## src/rtl/core/msaf_pkg.sv

```systemverilog
// Shared types, constants and the control program of the mirror symmetry axis finder.
package msaf_pkg;

	localparam int PIX_W      = 8;
	localparam int AXIS_W     = 8;
	localparam int SUM_W      = 25;
	localparam int BOX_W_BITS = 9;
	localparam int BOX_H_BITS = 9;
	localparam int STEP_BITS  = 10;
	localparam int APB_AW     = 4;
	localparam int APB_DW     = 32;

	localparam logic [BOX_H_BITS-1:0] RC_CAP = 9'd511;

	localparam logic [1:0] REG_BOX_WIDTH  = 2'd0;
	localparam logic [1:0] REG_BOX_HEIGHT = 2'd1;
	localparam logic [1:0] REG_STEP_LIMIT = 2'd2;

	localparam logic [BOX_W_BITS-1:0] BOX_WIDTH_RST  = 9'd256;
	localparam logic [BOX_H_BITS-1:0] BOX_HEIGHT_RST = 9'd256;
	localparam logic [STEP_BITS-1:0]  STEP_LIMIT_RST = 10'd160;

	typedef struct packed {
		logic [BOX_W_BITS-1:0] box_width;
		logic [BOX_H_BITS-1:0] box_height;
		logic [STEP_BITS-1:0]  step_limit;
	} cfg_t;

	typedef enum logic [3:0] {
		ST_SCAN_INIT,
		ST_SCAN,
		ST_SCAN_END,
		ST_CHK_EMIT,
		ST_EMIT,
		ST_IDLE,
		ST_CHK_ACC,
		ST_COL_RD,
		ST_DIFF,
		ST_DRAIN,
		ST_CHK_LAST
	} step_t;

	typedef enum logic [3:0] {
		OP_NONE,
		OP_ACCEPT,
		OP_ROW_INIT,
		OP_COL_RD,
		OP_DIFF,
		OP_DRAIN,
		OP_SCAN_INIT,
		OP_SCAN,
		OP_SCAN_END,
		OP_EMIT
	} op_t;

	typedef enum logic [2:0] {
		CND_ALWAYS,
		CND_FIRE,
		CND_ACCUM,
		CND_DMORE,
		CND_XMORE,
		CND_IMORE,
		CND_LAST,
		CND_OUT_BUSY
	} cond_t;

	typedef struct packed {
		op_t   op;
		cond_t cond;
		step_t next_t;
		step_t next_f;
	} ctl_t;

	typedef struct packed {
		logic fire;
		logic accum;
		logic dmore;
		logic xmore;
		logic imore;
		logic last;
		logic out_busy;
	} stat_t;

	function automatic ctl_t ucode_rom(step_t s);
		ctl_t c;
		case (s)
			ST_SCAN_INIT: c = '{op: OP_SCAN_INIT, cond: CND_ALWAYS,
				next_t: ST_SCAN, next_f: ST_SCAN};
			ST_SCAN:      c = '{op: OP_SCAN, cond: CND_IMORE,
				next_t: ST_SCAN, next_f: ST_SCAN_END};
			ST_SCAN_END:  c = '{op: OP_SCAN_END, cond: CND_ALWAYS,
				next_t: ST_CHK_EMIT, next_f: ST_CHK_EMIT};
			ST_CHK_EMIT:  c = '{op: OP_NONE, cond: CND_LAST,
				next_t: ST_EMIT, next_f: ST_IDLE};
			ST_EMIT:      c = '{op: OP_EMIT, cond: CND_OUT_BUSY,
				next_t: ST_EMIT, next_f: ST_IDLE};
			ST_IDLE:      c = '{op: OP_ACCEPT, cond: CND_FIRE,
				next_t: ST_CHK_ACC, next_f: ST_IDLE};
			ST_CHK_ACC:   c = '{op: OP_ROW_INIT, cond: CND_ACCUM,
				next_t: ST_COL_RD, next_f: ST_CHK_LAST};
			ST_COL_RD:    c = '{op: OP_COL_RD, cond: CND_ALWAYS,
				next_t: ST_DIFF, next_f: ST_DIFF};
			ST_DIFF:      c = '{op: OP_DIFF, cond: CND_DMORE,
				next_t: ST_DIFF, next_f: ST_DRAIN};
			ST_DRAIN:     c = '{op: OP_DRAIN, cond: CND_XMORE,
				next_t: ST_COL_RD, next_f: ST_CHK_LAST};
			ST_CHK_LAST:  c = '{op: OP_NONE, cond: CND_LAST,
				next_t: ST_SCAN_INIT, next_f: ST_IDLE};
			default:      c = '{op: OP_NONE, cond: CND_ALWAYS,
				next_t: ST_IDLE, next_f: ST_IDLE};
		endcase
		return c;
	endfunction

endpackage

```

## src/rtl/core/msaf_sequencer.sv

```systemverilog
// Step counter and control store of the mirror symmetry axis finder.
module msaf_sequencer (
	input  logic            clk,
	input  logic            arst_n,
	input  msaf_pkg::stat_t stat,
	output msaf_pkg::op_t   op
);
	import msaf_pkg::*;

	step_t step_q;
	step_t step_d;
	ctl_t  ctl;
	logic  cond_ok;

	assign ctl = ucode_rom(step_q);
	assign op  = ctl.op;

	always_comb begin
		case (ctl.cond)
			CND_ALWAYS:   cond_ok = 1'b1;
			CND_FIRE:     cond_ok = stat.fire;
			CND_ACCUM:    cond_ok = stat.accum;
			CND_DMORE:    cond_ok = stat.dmore;
			CND_XMORE:    cond_ok = stat.xmore;
			CND_IMORE:    cond_ok = stat.imore;
			CND_LAST:     cond_ok = stat.last;
			CND_OUT_BUSY: cond_ok = stat.out_busy;
			default:      cond_ok = 1'b0;
		endcase
	end

	always_comb begin
		step_d = cond_ok ? ctl.next_t : ctl.next_f;
	end

	always_ff @(posedge clk or negedge arst_n) begin
		if (!arst_n) begin
			step_q <= ST_SCAN_INIT;
		end else begin
			step_q <= step_d;
		end
	end
endmodule

```

## config.mk

```make
export PLATFORM = sky130hd
export DESIGN_NAME = msaf_sequencer
export DESIGN_NICKNAME = d
export VERILOG_FILES = /design/src/rtl/core/msaf_pkg.sv /design/src/rtl/core/msaf_sequencer.sv
export SDC_FILE = /design/constraint.sdc
export NUM_CORES = 1
export LEC_CHECK = 0
export BUFFER_PORTS_ARGS = -buffer_cell sky130_fd_sc_hd__buf_2
export CAP_MARGIN = 25
export CORE_UTILIZATION = 53
export DETAILED_ROUTE_END_ITERATION = 7
export GPL_TIMING_DRIVEN = 0
export PLACE_DENSITY = 0.77
export SYNTH_ARGS = -nofsm -noshare
export SYNTH_HDL_FRONTEND = slang
export SYNTH_SLANG_ARGS = --single-unit
```

## constraint.sdc

```tcl
create_clock -name clk -period 3 [get_ports clk]
set_clock_uncertainty 0.1 [all_clocks]
set_input_delay 0.15 -clock clk [delete_from_list [all_inputs] [get_ports clk]]
set_output_delay 0.15 -clock clk [all_outputs]
set_load 0.05 [all_outputs]
```

==> metrics, run 1 <==
max reg flops=4; sequential share of the synthesized area=14.5%; Max Cap Violations=0; RSZ-0062 raised after global routing=false; CORE AREA=1160 um^2; Async S/R FF share, synth=100%; row count=12; routed vias/inst=5.88; Hold Path Class=in2async; CP required=3.02 ns; CP endpoint kind=flop; clk root buf=clkbuf_4; n_diodes=0; WL final=1520 um; first-pass GRT wire length=2410 um; CP peak stage delay=0.52 ns; port bufs=12; die area=1450 um^2; H-Tree Depth=1; crit-path cells=inv_1 > ha_1 > mux2i_1 > o21ai_2 > mux2_1 > nand3_1 > o2111a_2 > nand2_4 > xnor2_1 > o221a_1; die width=38.1 um; CTS Sinks=4; min cycle time layout=2.76 ns; Critical Path Source=step_q[0]$_DFF_PN0_; max-slew violations=0; Synth Net Count=103; outcome=completed; Final WS setup=0.238 ns; antenna viol nets, final=0; net count reported at finish=121; Cells after Synth=84; drt wl/cell=13.3 um; worst r2r src=step_q[0]$_DFF_PN0_; area grow syn2layout=16.1%; Slowest cell on crit path=dfrtp_1; share of cells above drive strength 1=29.0%; top post-synthesis cells by area=ha_1, dfrtp_1, mux2i_1; Slew headroom=70.7%; CTS Buffer Depth=2; Highest Clock Rate=362 MHz; WS Path Type=reg2reg; Synth warnings=0; Final Core Density=69.4%; Post-synth EDFFs=0; post-synth cell types=38; smallest hold slack=0.138 ns; CP arrival=2.78 ns; Vias=670; Initial DRT Pass Iterations=4; number of remaining DRC errors=0; Setup WS pre-CTS=0.109 ns; Buf/Inv on CP=1; number of buffers created by CTS=3; largest net degree at the start of global routing=12; Tot GR Track Use=24.4%; number of global-route vias before repair=566; gpl congestion=0.884; IO Pins=13; # setup viols final=0; family with the most delay on the worst path=compound AO/OA/AOI/OAI gates; top flop regs=step_q x4; Starting Density=59.7%; initial antenna violation count=0; overflow left after global routing=0; detailed-placement wirelength estimate=1090 um; Avg Inst Size Synth=8.22 um^2; most flop-heavy register=step_q; synthesized flop and latch total=4; Critical Path Source Type=flop; Synth area leader=ha_1; final period utilization=92.1%; Primary FF master, synth=dfrtp_1; Worst-Margin Slew=0.439 ns; clock slew at reported path FFs=0.04 ns; Die Height=38.1 um; CP Max Fanout=9; Post-Syn Area=691 um^2; clk_lat worst skew=0.24 ns; Setup Buffers After CTS=0; drt initial violations=16; share of Yosys cell area claimed by the top area cell type=18.1%; CTS tree=built; setup_tns=0 ns; Final Hold Viols=0
[per-layer routing]
metal	track usage, %	up-vias	wire [um]
met5	0	-	0
li1	-	334	-
met2	39.4	28	705
met1	29.5	302	699
met4	12.5	0	27
met3	5.81	6	82
[stage by stage]
stage / instances / instance area [um^2]
floorplan: 84 / 691
global placement: 110 / 768
detailed placement: 110 / 768
CTS: 114 / 801
global route: 114 / 802
finish: 114 / 802
[final timing paths]
path	endpoint	slack (ns)	depth (start not counted)
max in group asynchronous	step_q[1]$_DFF_PN0_	2.53	2
min	step_q[2]$_DFF_PN0_	0.14	2
min in group clk	step_q[2]$_DFF_PN0_	0.35	5
max	step_q[0]$_DFF_PN0_	0.24	10
max reg2reg	step_q[0]$_DFF_PN0_	0.24	10
min reg2reg	step_q[0]$_DFF_PN0_	0.69	2
[kinds of logic after synthesis]
| group | after synthesis | synth area share (%) |
|---|---|---|
| buf+inv | 8 | 5.98 |
| simple gates | 31 | 24.1 |
| flops | 4 | 14.5 |
| fa+ha+maj | 10 | 18.1 |
| compound gates | 23 | 25.4 |
| mux | 7 | 10.7 |
| xor+xnor | 1 | 1.27 |
[area by class of cell]
cell class,count,area (um^2)
Tap cell,14,17.5
Timing Repair Buffer,13,70.1
Buffer,3,22.5
Fill cell,107,354
Multi-Input combinational cell,72,549
Inverter,5,18.8
Sequential cell,4,101
Clock buffer,3,22.5
[cell usage in the layout, fill, tap and decap left out, types with 2 or more instances in the layout]
cell type and n:
inv_1 5, buf_2 12, nand2b_1 3, nor2_1 6, mux2i_1 4, a21oi_1 3
o21a_1 3, nand2_1 8, mux2_2 2, ha_1 10, o21ai_1 2, o21ai_2 3
clkbuf_4 3, dfrtp_1 3, nand3_1 4, o21ai_0 3
[cell usage after synthesis, drive strengths merged, types with 2 or more instances]
cell and n:
nor2 7, nand2 9, dfrtp 4, o21a 3
a21oi 3, buf 2, inv 5, ha 10
or2 2, nand2b 4, mux2i 4, o21ai 8
nand3 4, mux2 3
[what timing repair did]
action	CTS	global route
endpoints found under the setup margin	0	2
endpoints found under the hold margin	4	0
hold buffers	1	0
gates resized for setup	0	1
Power of run 1 is not shown: default switching activity piles up to over one toggle a cycle in this logic, so the estimate is an artifact.
==> run 2: changes to the inputs <==
--- a/config.mk
+++ b/config.mk
@@ -10,6 +10,7 @@
 export CORE_UTILIZATION = 53
 export DETAILED_ROUTE_END_ITERATION = 7
 export GPL_TIMING_DRIVEN = 0
+export MAX_ROUTING_LAYER = met4
 export PLACE_DENSITY = 0.77
 export SYNTH_ARGS = -nofsm -noshare
 export SYNTH_HDL_FRONTEND = slang
==> run 2 against run 1 <==
Critical path type unchanged. Count of clock-buffer cells in the layout did not move. Critical endpoint unchanged. Setup slack better by 0.0084 ns. Die area stayed put.
==> metrics, run 2 (synthesis gave the netlist of run 1 again) <==
port bufs=12; Tot GR Track Use=25.0%; IO Pins=13; Critical Path Source=step_q[0]$_DFF_PN0_; Starting Density=59.7%; number of remaining DRC errors=0; antenna viol nets, final=0; Final Instance Area=802 um^2; Worst-Margin Slew=0.442 ns; Hold Path Class=in2async; CP endpoint kind=flop; crit-path cells=inv_1 > ha_1 > mux2i_1 > o21ai_2 > mux2_1 > nand3_1 > o2111a_2 > nand2_4 > xnor2_1 > o221a_1; reg-to-reg endpoint=step_q[0]$_DFF_PN0_; clock slew at reported path FFs=0.04 ns; number of global-route vias before repair=565; CP peak stage delay=0.51 ns; Buf/Inv on CP=1; clk_lat worst skew=0.24 ns; Final Hold Viols=0; CTS tree=built; CP required=3.02 ns; CORE AREA=1160 um^2; detailed-placement wirelength estimate=1090 um; family with the most delay on the worst path=compound AO/OA/AOI/OAI gates; Setup Buffers After CTS=0; final period utilization=91.8%; CP Max Fanout=9; commonest non-fill, non-tap cell in the layout=buf_2; net count reported at finish=121; setup_tns=0 ns; WL final=1510 um; gpl congestion=0.899; drt wl/cell=13.2 um; Max Cap Violations=0; min cycle time layout=2.75 ns; WS Path Type=reg2reg; number of buffers created by CTS=3; overflow left after global routing=0; row count=12; max-slew violations=0; Critical Path Source Type=flop; worst r2r src=step_q[0]$_DFF_PN0_; Vias=670; Highest Clock Rate=363 MHz; routed vias/inst=5.88; DP Cell Count=110; Worst Setup EP=step_q[0]$_DFF_PN0_; top flop regs=step_q x4; Initial DRT Pass Iterations=5; die area=1450 um^2; R2R Setup Slk=0.25 ns; Slew headroom=70.5%; drt initial violations=24; largest net degree at the start of global routing=12; fillers=107; CP arrival=2.77 ns; Non-Filler Instances=114; Slowest cell on crit path=dfrtp_1; most frequent cells in the layout=buf_2, ha_1, nand2_1; CTS Buffer Depth=2; die width=38.1 um; max reg flops=4; Crit path depth=10; reg2reg path depth=10; clk root buf=clkbuf_4; share of cells above drive strength 1=29.0%; most flop-heavy register=step_q; outcome=completed; CTS Sinks=4; Die Height=38.1 um; dpl cell area=768 um^2; Final WS setup=0.246 ns; initial antenna violation count=0; RSZ-0062 raised after global routing=false; Setup WS pre-CTS=0.109 ns; first-pass GRT wire length=2410 um; n_diodes=0; # setup viols final=0; H-Tree Depth=1; area grow syn2layout=16.1%
==> run 2: worst min path at each step <==
stage                          endpoint  slack [ns]
global placement    step_q[1]$_DFF_PN0_       -0.15
finish              step_q[2]$_DFF_PN0_        0.14
global route        step_q[2]$_DFF_PN0_        0.15
CTS                 step_q[2]$_DFF_PN0_        0.14
floorplan           step_q[0]$_DFF_PN0_       -0.25
detailed placement  step_q[1]$_DFF_PN0_       -0.14
==> run 2: layout make-up <==
cell class / count / area, um^2 / share of cell area, %
buffer: 3 / 22.5 / 2.81
clock buffer: 3 / 22.5 / 2.81
inverter: 5 / 18.8 / 2.34
multi-input combinational: 72 / 549 / 68.5
sequential: 4 / 101 / 12.6
tap: 14 / 17.5 / 2.18
timing repair buffer: 13 / 70.1 / 8.74
==> run 2: stage by stage <==
stage | hold slack, ns | util (%)
final | 0.139 | 69.4
after global routing | 0.146 | 69.4
after CTS | 0.136 | 69.3
after detailed placement | -0.144 | 66.5
after global placement | -0.147 | 66.5
after floorplan | -0.246 | -
==> run 2: repair_timing <==
item | CTS | global route
hold endpoints to repair | 4 | 0
setup endpoints to repair | 0 | 2
hold buffers | 1 | 0
resized for setup | 0 | 1
==> run 2: worst reg2reg max path, delay by kind of cell (launching register included) <==
kind | cells | cell delay (ns)
xor gates and xnor gates | 1 | 0.13
adders and majority gates | 1 | 0.37
and+or+nand+nor | 2 | 0.17
AOI/OAI and AO/OA | 3 | 0.75
DFF | 1 | 0.51
muxes | 2 | 0.47
buffers and inverters | 1 | 0.14
==> run 2: routing by layer <==
layer  global-route usage (%)  part of all wire [%]
met5                        -                     0
met4                     12.5                   1.6
met3                     5.81                   6.7
met2                     39.4                    47
met1                     29.5                    45
Power of run 2 is left out for the same reason.
==> run 3: changes to the inputs <==
--- a/config.mk
+++ b/config.mk
@@ -7,11 +7,11 @@
 export LEC_CHECK = 0
 export BUFFER_PORTS_ARGS = -buffer_cell sky130_fd_sc_hd__buf_2
 export CAP_MARGIN = 25
-export CORE_UTILIZATION = 53
+export CORE_UTILIZATION = 48
 export DETAILED_ROUTE_END_ITERATION = 7
 export GPL_TIMING_DRIVEN = 0
 export MAX_ROUTING_LAYER = met4
-export PLACE_DENSITY = 0.77
+export PLACE_DENSITY = 0.73
 export SYNTH_ARGS = -nofsm -noshare
 export SYNTH_HDL_FRONTEND = slang
 export SYNTH_SLANG_ARGS = --single-unit
==> constraint.sdc (replaced) <==
create_clock -name clk -period 2.4 [get_ports clk]
set_clock_uncertainty 0.1 [all_clocks]
set_input_delay 0.12 -clock clk [delete_from_list [all_inputs] [get_ports clk]]
set_output_delay 0.12 -clock clk [all_outputs]
set_load 0.05 [all_outputs]
==> run 3 against run 2 <==
Global-route usage decreased by 1.2 points. Maximum frequency increased by 16%. Register-to-register slack got worse by 0.22 ns. Largest cell class unchanged. Final cell count increased by 7.9%. Via count increased by 4.5%. Final area increased by 13%.
==> metrics, run 3 (synthesis gave the netlist of run 1 again) <==
most frequent cells in the layout=buf_2, nand2_1, buf_4, ha_1, nor2_1; Final Instance Area=907 um^2; Highest Clock Rate=421 MHz; outcome=completed; Vias=700; drt wl/cell=14.3 um; CORE AREA=1320 um^2; area grow syn2layout=31.3%; Storage cell area=103 um^2; port bufs=12; H-Tree Depth=1; dpl cell area=795 um^2; number of buffers created by CTS=3; Final Hold Viols=0; clock slew at reported path FFs=0.04 ns; n_diodes=0; CP endpoint kind=flop; area of the multi-input gates=591 um^2; routed vias/inst=5.69; detailed-placement wirelength estimate=1140 um; top flop regs=step_q x4; Slowest cell on crit path=dfrtp_2; die width=39.9 um; RSZ-0062 raised after global routing=true; Tot GR Track Use=23.8%; # setup viols final=0; CP arrival=2.40 ns; clk root buf=clkbuf_4; gpl congestion=0.905; Die Height=39.9 um; min cycle time layout=2.38 ns; Hold Path Class=in2async; Max Cap Violations=0; Non-Filler Instances=123; initial antenna violation count=0; largest net degree at the start of global routing=11; DP Cell Count=111; max-slew violations=0; Starting Density=52.4%; most flop-heavy register=step_q; family with the most delay on the worst path=compound AO/OA/AOI/OAI gates; smallest hold slack=0.130 ns; CP peak stage delay=0.40 ns; CP Max Fanout=5; R2R Setup Slk=0.02 ns; die area=1590 um^2; max reg flops=4; overflow left after global routing=0; Slew headroom=70.0%; commonest non-fill, non-tap cell in the layout=buf_2; crit-path cells=inv_4 > ha_4 > mux2i_1 > o21ai_2 > mux2_4 > nand3_2 > o2111a_2 > nand2_4 > xnor2_2 > o221a_1; CTS Buffer Depth=2; Critical Path Source Type=flop; row count=13; drt initial violations=16; final period utilization=99.1%; Buf/Inv on CP=1; fillers=107; Worst-Margin Slew=0.450 ns; WS Path Type=reg2reg; CTS tree=built; number of remaining DRC errors=0; net count reported at finish=128; WL final=1760 um; antenna viol nets, final=0; number of global-route vias before repair=532; first-pass GRT wire length=2390 um; CP required=2.42 ns; CTS Sinks=4; IO Pins=13; share of cells above drive strength 1=42.6%; Initial DRT Pass Iterations=4; clk_lat worst skew=0.24 ns
run 3: cell count changes in the layout (fill, tap and decap cells not counted), sizes merged:
cell / previous run / this run
clkbuf: 4 / 5
buf: 14 / 21
run 3: repair_timing:
item                                    4_1_cts  5_1_grt
gates cloned                                  0        0
resized for setup                             1        6
setup buffers                                 3        4
hold endpoints to repair                      4        0
hold buffers                                  1        0
pin swaps                                     1        7
endpoints found under the setup margin        4        2
run 3: through the flow:
| stage | util (%) | TNS, ns | setup WS (ns) |
|---|---|---|---|
| final | 68.9 | 0 | 0.0219 |
| after global routing | 68.9 | -0.0497 | -0.0267 |
| after CTS | 64.8 | 0 | 0.0366 |
| after detailed placement | 60.3 | -0.427 | -0.227 |
| after global placement | 60.3 | -0.367 | -0.198 |
| after floorplan | - | -0.00573 | -0.00573 |
run 3: area by class of cell:
class,instances,share of cell area (%)
Multi-Input combinational cell,72,65.1
Sequential cell,4,11.3
Buffer,3,2.48
Clock buffer,4,2.90
Tap cell,15,2.07
Inverter,5,2.62
Timing Repair Buffer,20,13.5
run 3: worst register-to-register path: stages, from the launching register on:
cell and delay (ns):
dfrtp_2 0.40, inv_4 0.05, ha_4 0.28, mux2i_1 0.08, o21ai_2 0.23, mux2_4 0.33
nand3_2 0.07, o2111a_2 0.26, nand2_4 0.09, xnor2_2 0.14, o221a_1 0.24
run 3: metal layers:
metal / wire (um) / vias up / share of wire [%] / global-route usage [%]
met5: 0 / - / 0 / -
met4: 0 / 0 / 0 / 12.9
met3: 50 / 0 / 2.8 / 1.67
met2: 878 / 17 / 50 / 35.9
met1: 834 / 332 / 47 / 31.4
li1: - / 351 / - / -
run 3: worst paths after layout:
path | cells past startpoint | startpoint | end
worst max-delay path | 10 | step_q[0]$_DFF_PN0_ | step_q[0]$_DFF_PN0_
worst min-delay path | 2 | arst_n | step_q[1]$_DFF_PN0_
worst max register to register | 10 | step_q[0]$_DFF_PN0_ | step_q[0]$_DFF_PN0_
worst min register to register | 3 | step_q[0]$_DFF_PN0_ | step_q[0]$_DFF_PN0_
max in group asynchronous | 2 | arst_n | step_q[0]$_DFF_PN0_
min in group clk | 6 | stat[3] | step_q[2]$_DFF_PN0_
Power of run 3 is left out for the same reason.
