File: src/rtl/core/msaf_pkg.sv
// Shared types, constants and the control program of the mirror symmetry axis finder.
package msaf_pkg;

	localparam int PIX_W      = 8;
	localparam int AXIS_W     = 8;
	localparam int SUM_W      = 25;
	localparam int BOX_W_BITS = 9;
	localparam int BOX_H_BITS = 9;
	localparam int STEP_BITS  = 10;
	localparam int APB_AW     = 4;
	localparam int APB_DW     = 32;

	localparam logic [BOX_H_BITS-1:0] RC_CAP = 9'd511;

	localparam logic [1:0] REG_BOX_WIDTH  = 2'd0;
	localparam logic [1:0] REG_BOX_HEIGHT = 2'd1;
	localparam logic [1:0] REG_STEP_LIMIT = 2'd2;

	localparam logic [BOX_W_BITS-1:0] BOX_WIDTH_RST  = 9'd256;
	localparam logic [BOX_H_BITS-1:0] BOX_HEIGHT_RST = 9'd256;
	localparam logic [STEP_BITS-1:0]  STEP_LIMIT_RST = 10'd160;

	typedef struct packed {
		logic [BOX_W_BITS-1:0] box_width;
		logic [BOX_H_BITS-1:0] box_height;
		logic [STEP_BITS-1:0]  step_limit;
	} cfg_t;

	typedef enum logic [3:0] {
		ST_SCAN_INIT,
		ST_SCAN,
		ST_SCAN_END,
		ST_CHK_EMIT,
		ST_EMIT,
		ST_IDLE,
		ST_CHK_ACC,
		ST_COL_RD,
		ST_DIFF,
		ST_DRAIN,
		ST_CHK_LAST
	} step_t;

	typedef enum logic [3:0] {
		OP_NONE,
		OP_ACCEPT,
		OP_ROW_INIT,
		OP_COL_RD,
		OP_DIFF,
		OP_DRAIN,
		OP_SCAN_INIT,
		OP_SCAN,
		OP_SCAN_END,
		OP_EMIT
	} op_t;

	typedef enum logic [2:0] {
		CND_ALWAYS,
		CND_FIRE,
		CND_ACCUM,
		CND_DMORE,
		CND_XMORE,
		CND_IMORE,
		CND_LAST,
		CND_OUT_BUSY
	} cond_t;

	typedef struct packed {
		op_t   op;
		cond_t cond;
		step_t next_t;
		step_t next_f;
	} ctl_t;

	typedef struct packed {
		logic fire;
		logic accum;
		logic dmore;
		logic xmore;
		logic imore;
		logic last;
		logic out_busy;
	} stat_t;

	function automatic ctl_t ucode_rom(step_t s);
		ctl_t c;
		case (s)
			ST_SCAN_INIT: c = '{op: OP_SCAN_INIT, cond: CND_ALWAYS,
				next_t: ST_SCAN, next_f: ST_SCAN};
			ST_SCAN:      c = '{op: OP_SCAN, cond: CND_IMORE,
				next_t: ST_SCAN, next_f: ST_SCAN_END};
			ST_SCAN_END:  c = '{op: OP_SCAN_END, cond: CND_ALWAYS,
				next_t: ST_CHK_EMIT, next_f: ST_CHK_EMIT};
			ST_CHK_EMIT:  c = '{op: OP_NONE, cond: CND_LAST,
				next_t: ST_EMIT, next_f: ST_IDLE};
			ST_EMIT:      c = '{op: OP_EMIT, cond: CND_OUT_BUSY,
				next_t: ST_EMIT, next_f: ST_IDLE};
			ST_IDLE:      c = '{op: OP_ACCEPT, cond: CND_FIRE,
				next_t: ST_CHK_ACC, next_f: ST_IDLE};
			ST_CHK_ACC:   c = '{op: OP_ROW_INIT, cond: CND_ACCUM,
				next_t: ST_COL_RD, next_f: ST_CHK_LAST};
			ST_COL_RD:    c = '{op: OP_COL_RD, cond: CND_ALWAYS,
				next_t: ST_DIFF, next_f: ST_DIFF};
			ST_DIFF:      c = '{op: OP_DIFF, cond: CND_DMORE,
				next_t: ST_DIFF, next_f: ST_DRAIN};
			ST_DRAIN:     c = '{op: OP_DRAIN, cond: CND_XMORE,
				next_t: ST_COL_RD, next_f: ST_CHK_LAST};
			ST_CHK_LAST:  c = '{op: OP_NONE, cond: CND_LAST,
				next_t: ST_SCAN_INIT, next_f: ST_IDLE};
			default:      c = '{op: OP_NONE, cond: CND_ALWAYS,
				next_t: ST_IDLE, next_f: ST_IDLE};
		endcase
		return c;
	endfunction

endpackage

File: src/rtl/core/msaf_apb_regs.sv
// APB configuration registers of the mirror symmetry axis finder.
module msaf_apb_regs (
	input  logic                          clk,
	input  logic                          arst_n,
	input  logic                          psel,
	input  logic                          penable,
	input  logic                          pwrite,
	input  logic [msaf_pkg::APB_AW-1:0]   paddr,
	input  logic [msaf_pkg::APB_DW-1:0]   pwdata,
	output logic [msaf_pkg::APB_DW-1:0]   prdata,
	output logic                          pready,
	output msaf_pkg::cfg_t                cfg
);
	import msaf_pkg::*;

	cfg_t       cfg_q;
	logic [1:0] reg_idx;
	logic       wr_en;

	assign pready  = 1'b1;
	assign reg_idx = paddr[3:2];
	assign wr_en   = psel && penable && pwrite && pready;
	assign cfg     = cfg_q;

	always_ff @(posedge clk or negedge arst_n) begin
		if (!arst_n) begin
			cfg_q.box_width  <= BOX_WIDTH_RST;
			cfg_q.box_height <= BOX_HEIGHT_RST;
			cfg_q.step_limit <= STEP_LIMIT_RST;
		end else if (wr_en) begin
			case (reg_idx)
				REG_BOX_WIDTH:  cfg_q.box_width  <= pwdata[BOX_W_BITS-1:0];
				REG_BOX_HEIGHT: cfg_q.box_height <= pwdata[BOX_H_BITS-1:0];
				REG_STEP_LIMIT: cfg_q.step_limit <= pwdata[STEP_BITS-1:0];
				default: ;
			endcase
		end
	end

	always_comb begin
		case (reg_idx)
			REG_BOX_WIDTH:  prdata = APB_DW'(cfg_q.box_width);
			REG_BOX_HEIGHT: prdata = APB_DW'(cfg_q.box_height);
			REG_STEP_LIMIT: prdata = APB_DW'(cfg_q.step_limit);
			default:        prdata = '0;
		endcase
	end
endmodule

File: config.mk
export PLATFORM = sky130hd
export DESIGN_NAME = msaf_apb_regs
export DESIGN_NICKNAME = d
export VERILOG_FILES = /design/src/rtl/core/msaf_pkg.sv /design/src/rtl/core/msaf_apb_regs.sv
export SDC_FILE = /design/constraint.sdc
export NUM_CORES = 1
export LEC_CHECK = 0
export ABC_CLOCK_PERIOD_IN_PS = 1050
export BUFFER_PORTS_ARGS = -buffer_cell sky130_fd_sc_hd__buf_4
export CAP_MARGIN = 20
export CORE_ASPECT_RATIO = 0.9
export CORE_UTILIZATION = 41
export CTS_CLUSTER_SIZE = 20
export DETAILED_ROUTE_END_ITERATION = 6
export HOLD_SLACK_MARGIN = 0.12
export PLACE_DENSITY = 0.8
export SYNTH_ARGS = -nofsm -noshare
export SYNTH_HDL_FRONTEND = slang
export SYNTH_SLANG_ARGS = --single-unit
export TNS_END_PERCENT = 10
File: constraint.sdc
create_clock -name clk -period 1.05 [get_ports clk]
set_clock_uncertainty 0.1 [all_clocks]
set_input_delay 0.105 -clock clk [delete_from_list [all_inputs] [get_ports clk]]
set_output_delay 0.105 -clock clk [all_outputs]
set_load 0.01 [all_outputs]
==> impl_metrics.csv, run 1 <==
group,metric,value,unit
status,status,"finished with violations",
status,violations,"negative setup slack",
logic_synthesis,avgSynthCellArea,12.43,µm²
timing,finalSetupViolations,22,
power,finalPower,0.003759,W
global_routing,antenna_found_initial,0,
routing,ant_nets,0,
timing,slew_violations,0,
logic_synthesis,synth_commonest_cells,"24 x dfrtp_1, 23 x buf_4, 19 x mux2_2",
logic_synthesis,synth_edf_count,0,
logic_synthesis,seq_area_frac_synth,47.72,%
setup_path,critPathMaxFanout,2,
global_routing,grtUsageMet1,26.02,%
logic_synthesis,synthFlopType,"dfrtp_1",
power,power_frac_seq,42.8,%
clock_tree,root_buffer,"clkbuf_8",
routing,drc,0,
global_routing,grt_pass1_wl,5595,µm
logic_synthesis,yosys_register_bits,28,
floorplanning,io_pins,102,
setup_path,start_kind,"register",
final_layout,drive_gt1_share,54.92,%
floorplanning,initial_core_util,43.46,%
routing,viasPerCell,4.633,
global_routing,grt_usage,19.63,%
global_routing,grt_start_max_net_pins,29,
logic_synthesis,synth_top_area_cell,"dfrtp_1",
clock_tree,cts_max_level,1,
place,dp_slack,-0.3407,ns
final_layout,nNetsFinal,235,
timing,finalSetupTns,-3.112,ns
global_routing,met2_usage,33.28,%
timing,fin_crit_sh,133.1,%
global_routing,top_usage_layer,"met2",
timing,rsz0062_at_grt,"true",
logic_synthesis,synth_top_area_share,40.61,%
place,io_buffers,54,
floorplanning,rows,20,
timing,clock.fmax,715.4,MHz
floorplanning,dieArea,3852,µm²
power,power_frac_comb,39.1,%
routing,detail_route.first_pass.iterations,4,
floorplanning,die_h,58.98,µm
final_layout,final_cell_area,2193,µm²
global_routing,grt_pass1_vias,1088,
final_layout,syn2layout_area_growth,48.31,%
logic_synthesis,netlist_instances,119,
hold_path,hold_class,"in -> async",
routing,routed_wl,3659,µm
logic_synthesis,syn-cell-area,1479,µm²
clock_tree,cts.sinks,28,
logic_synthesis,synth_cell_types,18,
logic_synthesis,yosysWarnings,0,
place,dp_hpwl,2453,µm
global_routing,grt-ovfl-total,0,
clock_tree,numCtsBuffers,3,
power,power.leakage,1.099,nW
place,place_area,1924,µm²
place,gp_congestion,0.6337,
floorplanning,coreArea,3403,µm²
final_layout,antenna_cells,0,
timing,period_minus_slack,1.398,ns
setup_path,crit_required,0.84,ns
clock_tree,cts_setup_buffers,0,
clock_tree,clk_path_buf_depth,2,
routing,drt_iter0_markers,15,
flow_run,maxCapViolCount,0,
final_layout,largest_reg_flops,28,
timing,fin_ws,-0.3478,ns
clock_tree,clk_pin_slew,0.10,ns
timing,hold_viol,0,
logic_synthesis,synth.most_common_cell,"dfrtp_1",
logic_synthesis,synth_async_sr_flop_share,100.0,%
routing,vias,1098,
power,ir_worst_vdd,1.094,mV
setup_path,crit_type,"reg -> out",
routing,wl_per_cell,15.44,µm
logic_synthesis,synth_area_leaders,"dfrtp_1 41%, mux2_2 14%, buf_4 12%, mux2_4 9.1%, dfstp_2 7.1%",
power,powerDensity,1714,nW/µm²
global_routing,use_met3,3.269,%
clock_tree,cts_tree,"done",
power,clockPowerShare,18.1,%
power,swShare,30.67,%
setup_path,worstPathArrival,1.19,ns
floorplanning,die_w,65.31,µm
power,p_switching,0.001153,W
setup_path,endpoint_kind,"output port",
clock_tree,clk_latency,0.28,ns
power,p_int,0.002606,W
==> power by group through the flow <==
stage,Sequential [W],Clock [W],Combinational (W)
after global routing,0.00163,0.000741,0.00157
after floorplan,0.00167,0,0.000526
final,0.00161,0.000681,0.00147
after detailed placement,0.00158,0,0.00129
after global placement,0.00156,0,0.00125
after CTS,0.00158,0.000684,0.00141
==> logic make-up after synthesis <==
logic type	Yosys count	synth area share [%]
muxes	37	29.70
and+or+nand+nor	15	5.415
other	2	0.5078
DFF	28	47.72
buffers and inverters	28	13.62
AOI/OAI and AO/OA	9	3.045
==> metal layers <==
metal  part of all wire [%]  up-vias
met5                      0        -
met4                   0.77        0
met3                    6.5        3
met2                     50       64
met1                     43      526
li1                       -      505
==> cell type report <==
cell class / count / area (µm²)
Fill cell: 252 / 1210
Clock buffer: 4 / 55.05
Multi-Input combinational cell: 84 / 670.6
Tap cell: 44 / 55.05
Timing Repair Buffer: 77 / 706.9
Sequential cell: 28 / 705.7
==> placed cells by master, fill, tap and decap left out <==
master / count
and3b_1: 1
buf_4: 39
buf_6: 27
clkbuf_8: 4
conb_1: 23
dfrtp_1: 24
dfstp_2: 4
dlygate4sd3_1: 11
mux2_2: 19
mux2_4: 9
mux2i_1: 9
nand2_1: 9
nand3_4: 1
nor2b_1: 1
nor3_2: 1
nor3b_2: 1
o21ai_1: 9
or3b_4: 1
==> stage by stage <==
step | utilization, % | instances | hold WS, ns
after floorplan | - | 140 | -0.2906
after global placement | 56.54 | 222 | -0.07151
after detailed placement | 56.54 | 222 | -0.05818
after CTS | 63.05 | 237 | 0.1843
after global routing | 64.45 | 237 | 0.2142
final | 64.45 | 237 | 0.1854
==> critical path, cell delays in order (launching register included) <==
cell and delay (ns):
dfstp_2 0.55, mux2i_1 0.07, o21ai_1 0.16, buf_4 0.15
==> final timing paths <==
| path | start | end | slack [ns] | cells past startpoint |
|---|---|---|---|---|
| max in group asynchronous | arst_n | cfg[7]$_DFFE_PN1P_ | 0.35 | 2 |
| hold reg to reg | cfg[9]$_DFFE_PN0P_ | cfg[9]$_DFFE_PN0P_ | 0.45 | 1 |
| hold / removal | arst_n | cfg[6]$_DFFE_PN0P_ | 0.19 | 2 |
| setup reg to reg | cfg[7]$_DFFE_PN1P_ | cfg[7]$_DFFE_PN1P_ | 0.12 | 2 |
| min in group clk | paddr[3] | cfg[21]$_DFFE_PN0P_ | 0.30 | 4 |
| setup / recovery | cfg[5]$_DFFE_PN1P_ | prdata[5] | -0.35 | 3 |
==> timing repair <==
action | in CTS | in global routing
hold endpoints to repair | 56 | 0
pin swaps | 3 | 0
gates resized for setup | 24 | 13
gates cloned | 0 | 0
hold buffers | 11 | 0
setup endpoints to repair | 33 | 39
Note: power is estimated with default switching activity, not from simulation.
==> run 2: changes to the inputs <==
--- a/config.mk
+++ b/config.mk
@@ -17,4 +17,3 @@
 export SYNTH_ARGS = -nofsm -noshare
 export SYNTH_HDL_FRONTEND = slang
 export SYNTH_SLANG_ARGS = --single-unit
-export TNS_END_PERCENT = 10
==> impl_metrics.csv, run 2 (synthesis results as in run 1) <==
group,metric,value,unit
routing,routed_wl,4337,µm
routing,drt_iter0_markers,15,
timing,finalSetupViolations,34,
setup_path,start_kind,"register",
setup_path,critPathMaxFanout,2,
floorplanning,io_pins,102,
clock_tree,numCtsBuffers,3,
clock_tree,clk_latency,0.27,ns
timing,clock.fmax,682.4,MHz
routing,vias,1251,
timing,fin_ws,-0.4155,ns
timing,hold_viol,0,
floorplanning,rows,20,
setup_path,endpoint_kind,"output port",
clock_tree,clk_path_buf_depth,2,
flow_run,maxCapViolCount,0,
final_layout,fillers,187,
clock_tree,cts.sinks,28,
setup_path,worstPathArrival,1.26,ns
routing,ant_nets,0,
place,place_area,1967,µm²
timing,period_minus_slack,1.466,ns
final_layout,drive_gt1_share,60.91,%
floorplanning,die_w,65.31,µm
global_routing,grt_pass1_vias,1273,
final_layout,antenna_cells,0,
clock_tree,cts_max_level,1,
floorplanning,coreArea,3403,µm²
floorplanning,die_h,58.98,µm
global_routing,grt_start_max_net_pins,29,
place,dp_slack,-0.3405,ns
power,power.leakage,1.308,nW
setup_path,crit_required,0.84,ns
timing,slew_violations,0,
global_routing,grt_pass1_wl,6348,µm
routing,viasPerCell,4.739,
place,io_buffers,54,
timing,rsz0062_at_grt,"true",
clock_tree,cts_tree,"done",
floorplanning,initial_core_util,43.46,%
final_layout,final_common_cell,"buf_6",
global_routing,antenna_found_initial,0,
final_layout,mostFrequentLayoutCells,"60 x buf_6, 32 x buf_4, 24 x dfrtp_1",
hold_path,hold_class,"in -> async",
global_routing,grt_usage,22.49,%
status,status,"finished with violations",
final_layout,syn2layout_area_growth,74.96,%
status,violations,"negative setup slack",
global_routing,grt-ovfl-total,0,
floorplanning,dieArea,3852,µm²
setup_path,crit_type,"reg -> out",
place,dp_hpwl,2395,µm
routing,drc,0,
place,gp_congestion,0.6664,
timing,fin_crit_sh,139.6,%
clock_tree,root_buffer,"clkbuf_8",
final_layout,nNetsFinal,262,
clock_tree,clk_pin_slew,0.10,ns
power,ir_worst_vdd,1.374,mV
final_layout,final_cell_area,2587,µm²
power,powerDensity,1754,nW/µm²
setup_path,reg2reg_depth,3,
routing,wl_per_cell,16.43,µm
routing,detail_route.first_pass.iterations,4,
final_layout,largest_reg_flops,28,
==> run 2: cell count changes in the layout (fill, tap and decap cells not counted), sizes merged <==
cell    before  now
clkbuf       4    3
buf         66   93
bufinv       0    1
==> run 2: per-stage QoR <==
| step | utilization [%] | TNS [ns] | cells | hold WS, ns | power (W) |
|---|---|---|---|---|---|
| after floorplan | - | -2.935 | 140 | -0.2906 | 0.002196 |
| after global placement | 57.79 | -8.834 | 226 | -0.06597 | 0.002838 |
| after detailed placement | 57.79 | -9.461 | 226 | -0.05919 | 0.002880 |
| after CTS | 71.29 | -4.228 | 261 | 0.1758 | 0.004225 |
| after global routing | 76.03 | -5.850 | 264 | 0.2042 | 0.004718 |
| final | 76.03 | -4.649 | 264 | 0.1884 | 0.004538 |
==> run 2: per-layer routing <==
| layer | vias up | track usage, % | share of wire (%) |
|---|---|---|---|
| li1 | 559 | - | - |
| met1 | 620 | 27.28 | 42 |
| met2 | 65 | 39.76 | 51 |
| met3 | 7 | 5.192 | 6.0 |
| met4 | 0 | 7.143 | 1.5 |
| met5 | - | 0 | 0 |
==> run 2: repair_timing <==
item                                   CTS  global route
hold buffers                            11             0
endpoints found under the hold margin   56             0
setup buffers                           19             9
pin swaps                                3             2
gates cloned                             1             0
resized for setup                       41            42
setup endpoints to repair               41            58
==> run 2: where the power goes <==
| group | internal [W] | switching [W] | total, W |
|---|---|---|---|
| sequential | 0.00136 | 0.000235 | 0.00159 |
| clock | 0.000511 | 0.000357 | 0.000868 |
| combinational | 0.00135 | 0.000724 | 0.00208 |
| total | 0.00322 | 0.00132 | 0.00454 |
==> run 2: path summary, 6_finish.rpt <==
kind	start	endpoint	slack [ns]
worst max-delay path	cfg[7]$_DFFE_PN1P_	prdata[7]	-0.42
worst min-delay path	arst_n	cfg[0]$_DFFE_PN0P_	0.19
worst max register to register	cfg[23]$_DFFE_PN0P_	cfg[23]$_DFFE_PN0P_	-0.07
worst min register to register	cfg[14]$_DFFE_PN0P_	cfg[14]$_DFFE_PN0P_	0.48
max in group asynchronous	arst_n	cfg[18]$_DFFE_PN1P_	0.35
min in group clk	paddr[2]	cfg[6]$_DFFE_PN0P_	0.27
==> run 2: worst max-delay path, cell delays in order, from the launching register on <==
cell,delay [ns]
dfstp_2,0.57
mux2i_1,0.10
o21ai_1,0.17
buf_4,0.15
==> run 2: final cells by class <==
type                    instances  area, µm²  share of cell area (%)
clock buffers                   3      41.29                   1.596
clock inverters                 1      30.03                   1.161
multi-input cells              84      709.4                   27.42
flip-flops and latches         28      705.7                   27.27
well taps                      44      55.05                   2.128
repair buffers                104       1046                   40.43
==> run 3: changes to the inputs <==
--- a/config.mk
+++ b/config.mk
@@ -10,6 +10,7 @@
 export CAP_MARGIN = 20
 export CORE_ASPECT_RATIO = 0.9
 export CORE_UTILIZATION = 41
+export CTS_CLUSTER_DIAMETER = 200
 export CTS_CLUSTER_SIZE = 20
 export DETAILED_ROUTE_END_ITERATION = 6
 export HOLD_SLACK_MARGIN = 0.12
==> constraint.sdc (replaced) <==
create_clock -name clk -period 1.05 [get_ports clk]
set_clock_uncertainty 0.1 [all_clocks]
set_input_delay 0.0525 -clock clk [delete_from_list [all_inputs] [get_ports clk]]
set_output_delay 0.0525 -clock clk [all_outputs]
set_load 0.01 [all_outputs]
==> impl_metrics.csv, run 3 (synthesis results as in run 1) <==
group,metric,value,unit
timing,rsz0062_at_grt,"true",
timing,finalSetupViolations,26,
floorplanning,coreArea,3403,µm²
final_layout,drive_gt1_share,58.57,%
final_layout,register_area,705.7,µm²
setup_path,reg2reg_slack,0.01,ns
timing,slew_violations,0,
final_layout,syn2layout_area_growth,60.15,%
place,gp_congestion,0.7291,
floorplanning,die_w,65.31,µm
final_layout,final_common_cell,"buf_4",
final_layout,nNetsFinal,252,
power,ir_worst_vdd,1.221,mV
clock_tree,cts.sinks,28,
global_routing,grt_usage,20.74,%
clock_tree,clk_pin_slew,0.10,ns
routing,detail_route.first_pass.iterations,4,
routing,vias,1174,
setup_path,crit_type,"reg -> out",
timing,fin_ws,-0.3278,ns
setup_path,crit_required,0.90,ns
setup_path,worstPathCellList,"mux2i_1 -> o21ai_1 -> buf_4",
clock_tree,cts_tree,"done",
place,place_inst,225,
clock_tree,cts_max_level,1,
routing,viasPerCell,4.622,
clock_tree,root_buffer,"clkbuf_8",
routing,wl_per_cell,15.32,µm
setup_path,endpoint_kind,"output port",
routing,routed_wl,3892,µm
routing,drt_iter0_markers,24,
floorplanning,rows,20,
final_layout,mostFrequentLayoutCells,"49 x buf_4, 34 x buf_6, 24 x dfrtp_1",
setup_path,r2r-start,"cfg[7]$_DFFE_PN1P_",
timing,period_minus_slack,1.378,ns
setup_path,critPathMaxStageDelay,0.54,ns
global_routing,antenna_found_initial,0,
place,place_area,1947,µm²
floorplanning,die_h,58.98,µm
final_layout,largest_reg_flops,28,
timing,clock.fmax,725.8,MHz
timing,fin_crit_sh,131.2,%
final_layout,fillers,243,
power,power.leakage,1.203,nW
final_layout,antenna_cells,0,
status,status,"finished with violations",
floorplanning,dieArea,3852,µm²
setup_path,slowest_stage,"dfstp_2",
final_layout,finalNonFillerCells,254,
clock_tree,clk_latency,0.28,ns
final_layout,multi_input_area,675.6,µm²
power,powerDensity,1780,nW/µm²
setup_path,cp-startpoint,"cfg[5]$_DFFE_PN1P_",
routing,drc,0,
global_routing,grt_pass1_wl,5947,µm
clock_tree,numCtsBuffers,3,
global_routing,grt-ovfl-total,0,
flow_run,maxCapViolCount,0,
place,dp_hpwl,2538,µm
floorplanning,initial_core_util,43.46,%
global_routing,grt_pass1_vias,1196,
power,finalPower,0.004216,W
setup_path,critPathMaxFanout,2,
final_layout,final_cell_area,2369,µm²
status,violations,"negative setup slack",
hold_path,hold_class,"in -> async",
floorplanning,io_pins,102,
timing,hold_viol,0,
setup_path,worstPathArrival,1.23,ns
global_routing,grt_start_max_net_pins,29,
setup_path,rr_endpoint,"cfg[7]$_DFFE_PN1P_",
place,io_buffers,54,
clock_tree,clk_path_buf_depth,2,
setup_path,reg2reg_depth,3,
setup_path,start_kind,"register",
routing,ant_nets,0,
place,dp_slack,-0.3053,ns
[run 3: worst max-delay path by stage]
stage,to,slack (ns),depth (start not counted)
after global routing,prdata[5],-0.35,3
after floorplan,cfg[10]$_DFFE_PN0P_,-0.11,4
after global placement,cfg[16]$_DFFE_PN0P_,-0.27,5
final,prdata[5],-0.33,3
after CTS,prdata[5],-0.31,3
after detailed placement,cfg[11]$_DFFE_PN0P_,-0.31,5
[run 3: metal layers]
layer | wire (µm) | share of wire, % | track usage (%) | vias up
li1 | - | - | - | 539
met1 | 1627 | 42 | 25.87 | 572
met2 | 2008 | 52 | 36.67 | 59
met3 | 219 | 5.6 | 3.654 | 4
met4 | 37 | 0.95 | 6.522 | 0
met5 | 0 | 0 | 0 | -
[run 3: what timing repair did]
action,4_1_cts,5_1_grt
pin swaps,1,0
endpoints found under the setup margin,16,27
gates resized for setup,25,23
buffers inserted,14,3
hold endpoints to repair,56,0
hold buffers,11,0
[run 3: cell type report]
type                    instances  area share [%]
well taps                      44           2.324
repair buffers                 94           36.34
flip-flops and latches         28           29.79
clock inverters                 1           1.268
multi-input cells              84           28.53
clock buffers                   3           1.743
[run 3: stage by stage]
step	setup TNS, ns	hold WS [ns]	util, %
CTS	-2.667	0.1237	67.35
global placement	-5.566	-0.1193	57.21
floorplan	-1.633	-0.3431	-
global route	-3.596	0.1407	69.60
finish	-2.499	0.1193	69.60
detailed placement	-6.173	-0.1080	57.21
[run 3: critical path, delay by kind of cell, from the launching register on]
kind	cells	cell delay [ns]
AO/OA/AOI/OAI	1	0.18
buffers and inverters	1	0.15
flip-flops	1	0.54
multiplexers	1	0.08
[run 3: power breakdown]
part	total (W)	internal [W]	switching, W
combinational	0.00178	0.00112	0.000655
clock	0.000869	0.000511	0.000358
sequential	0.00157	0.00136	0.000212
total	0.00422	0.00299	0.00122
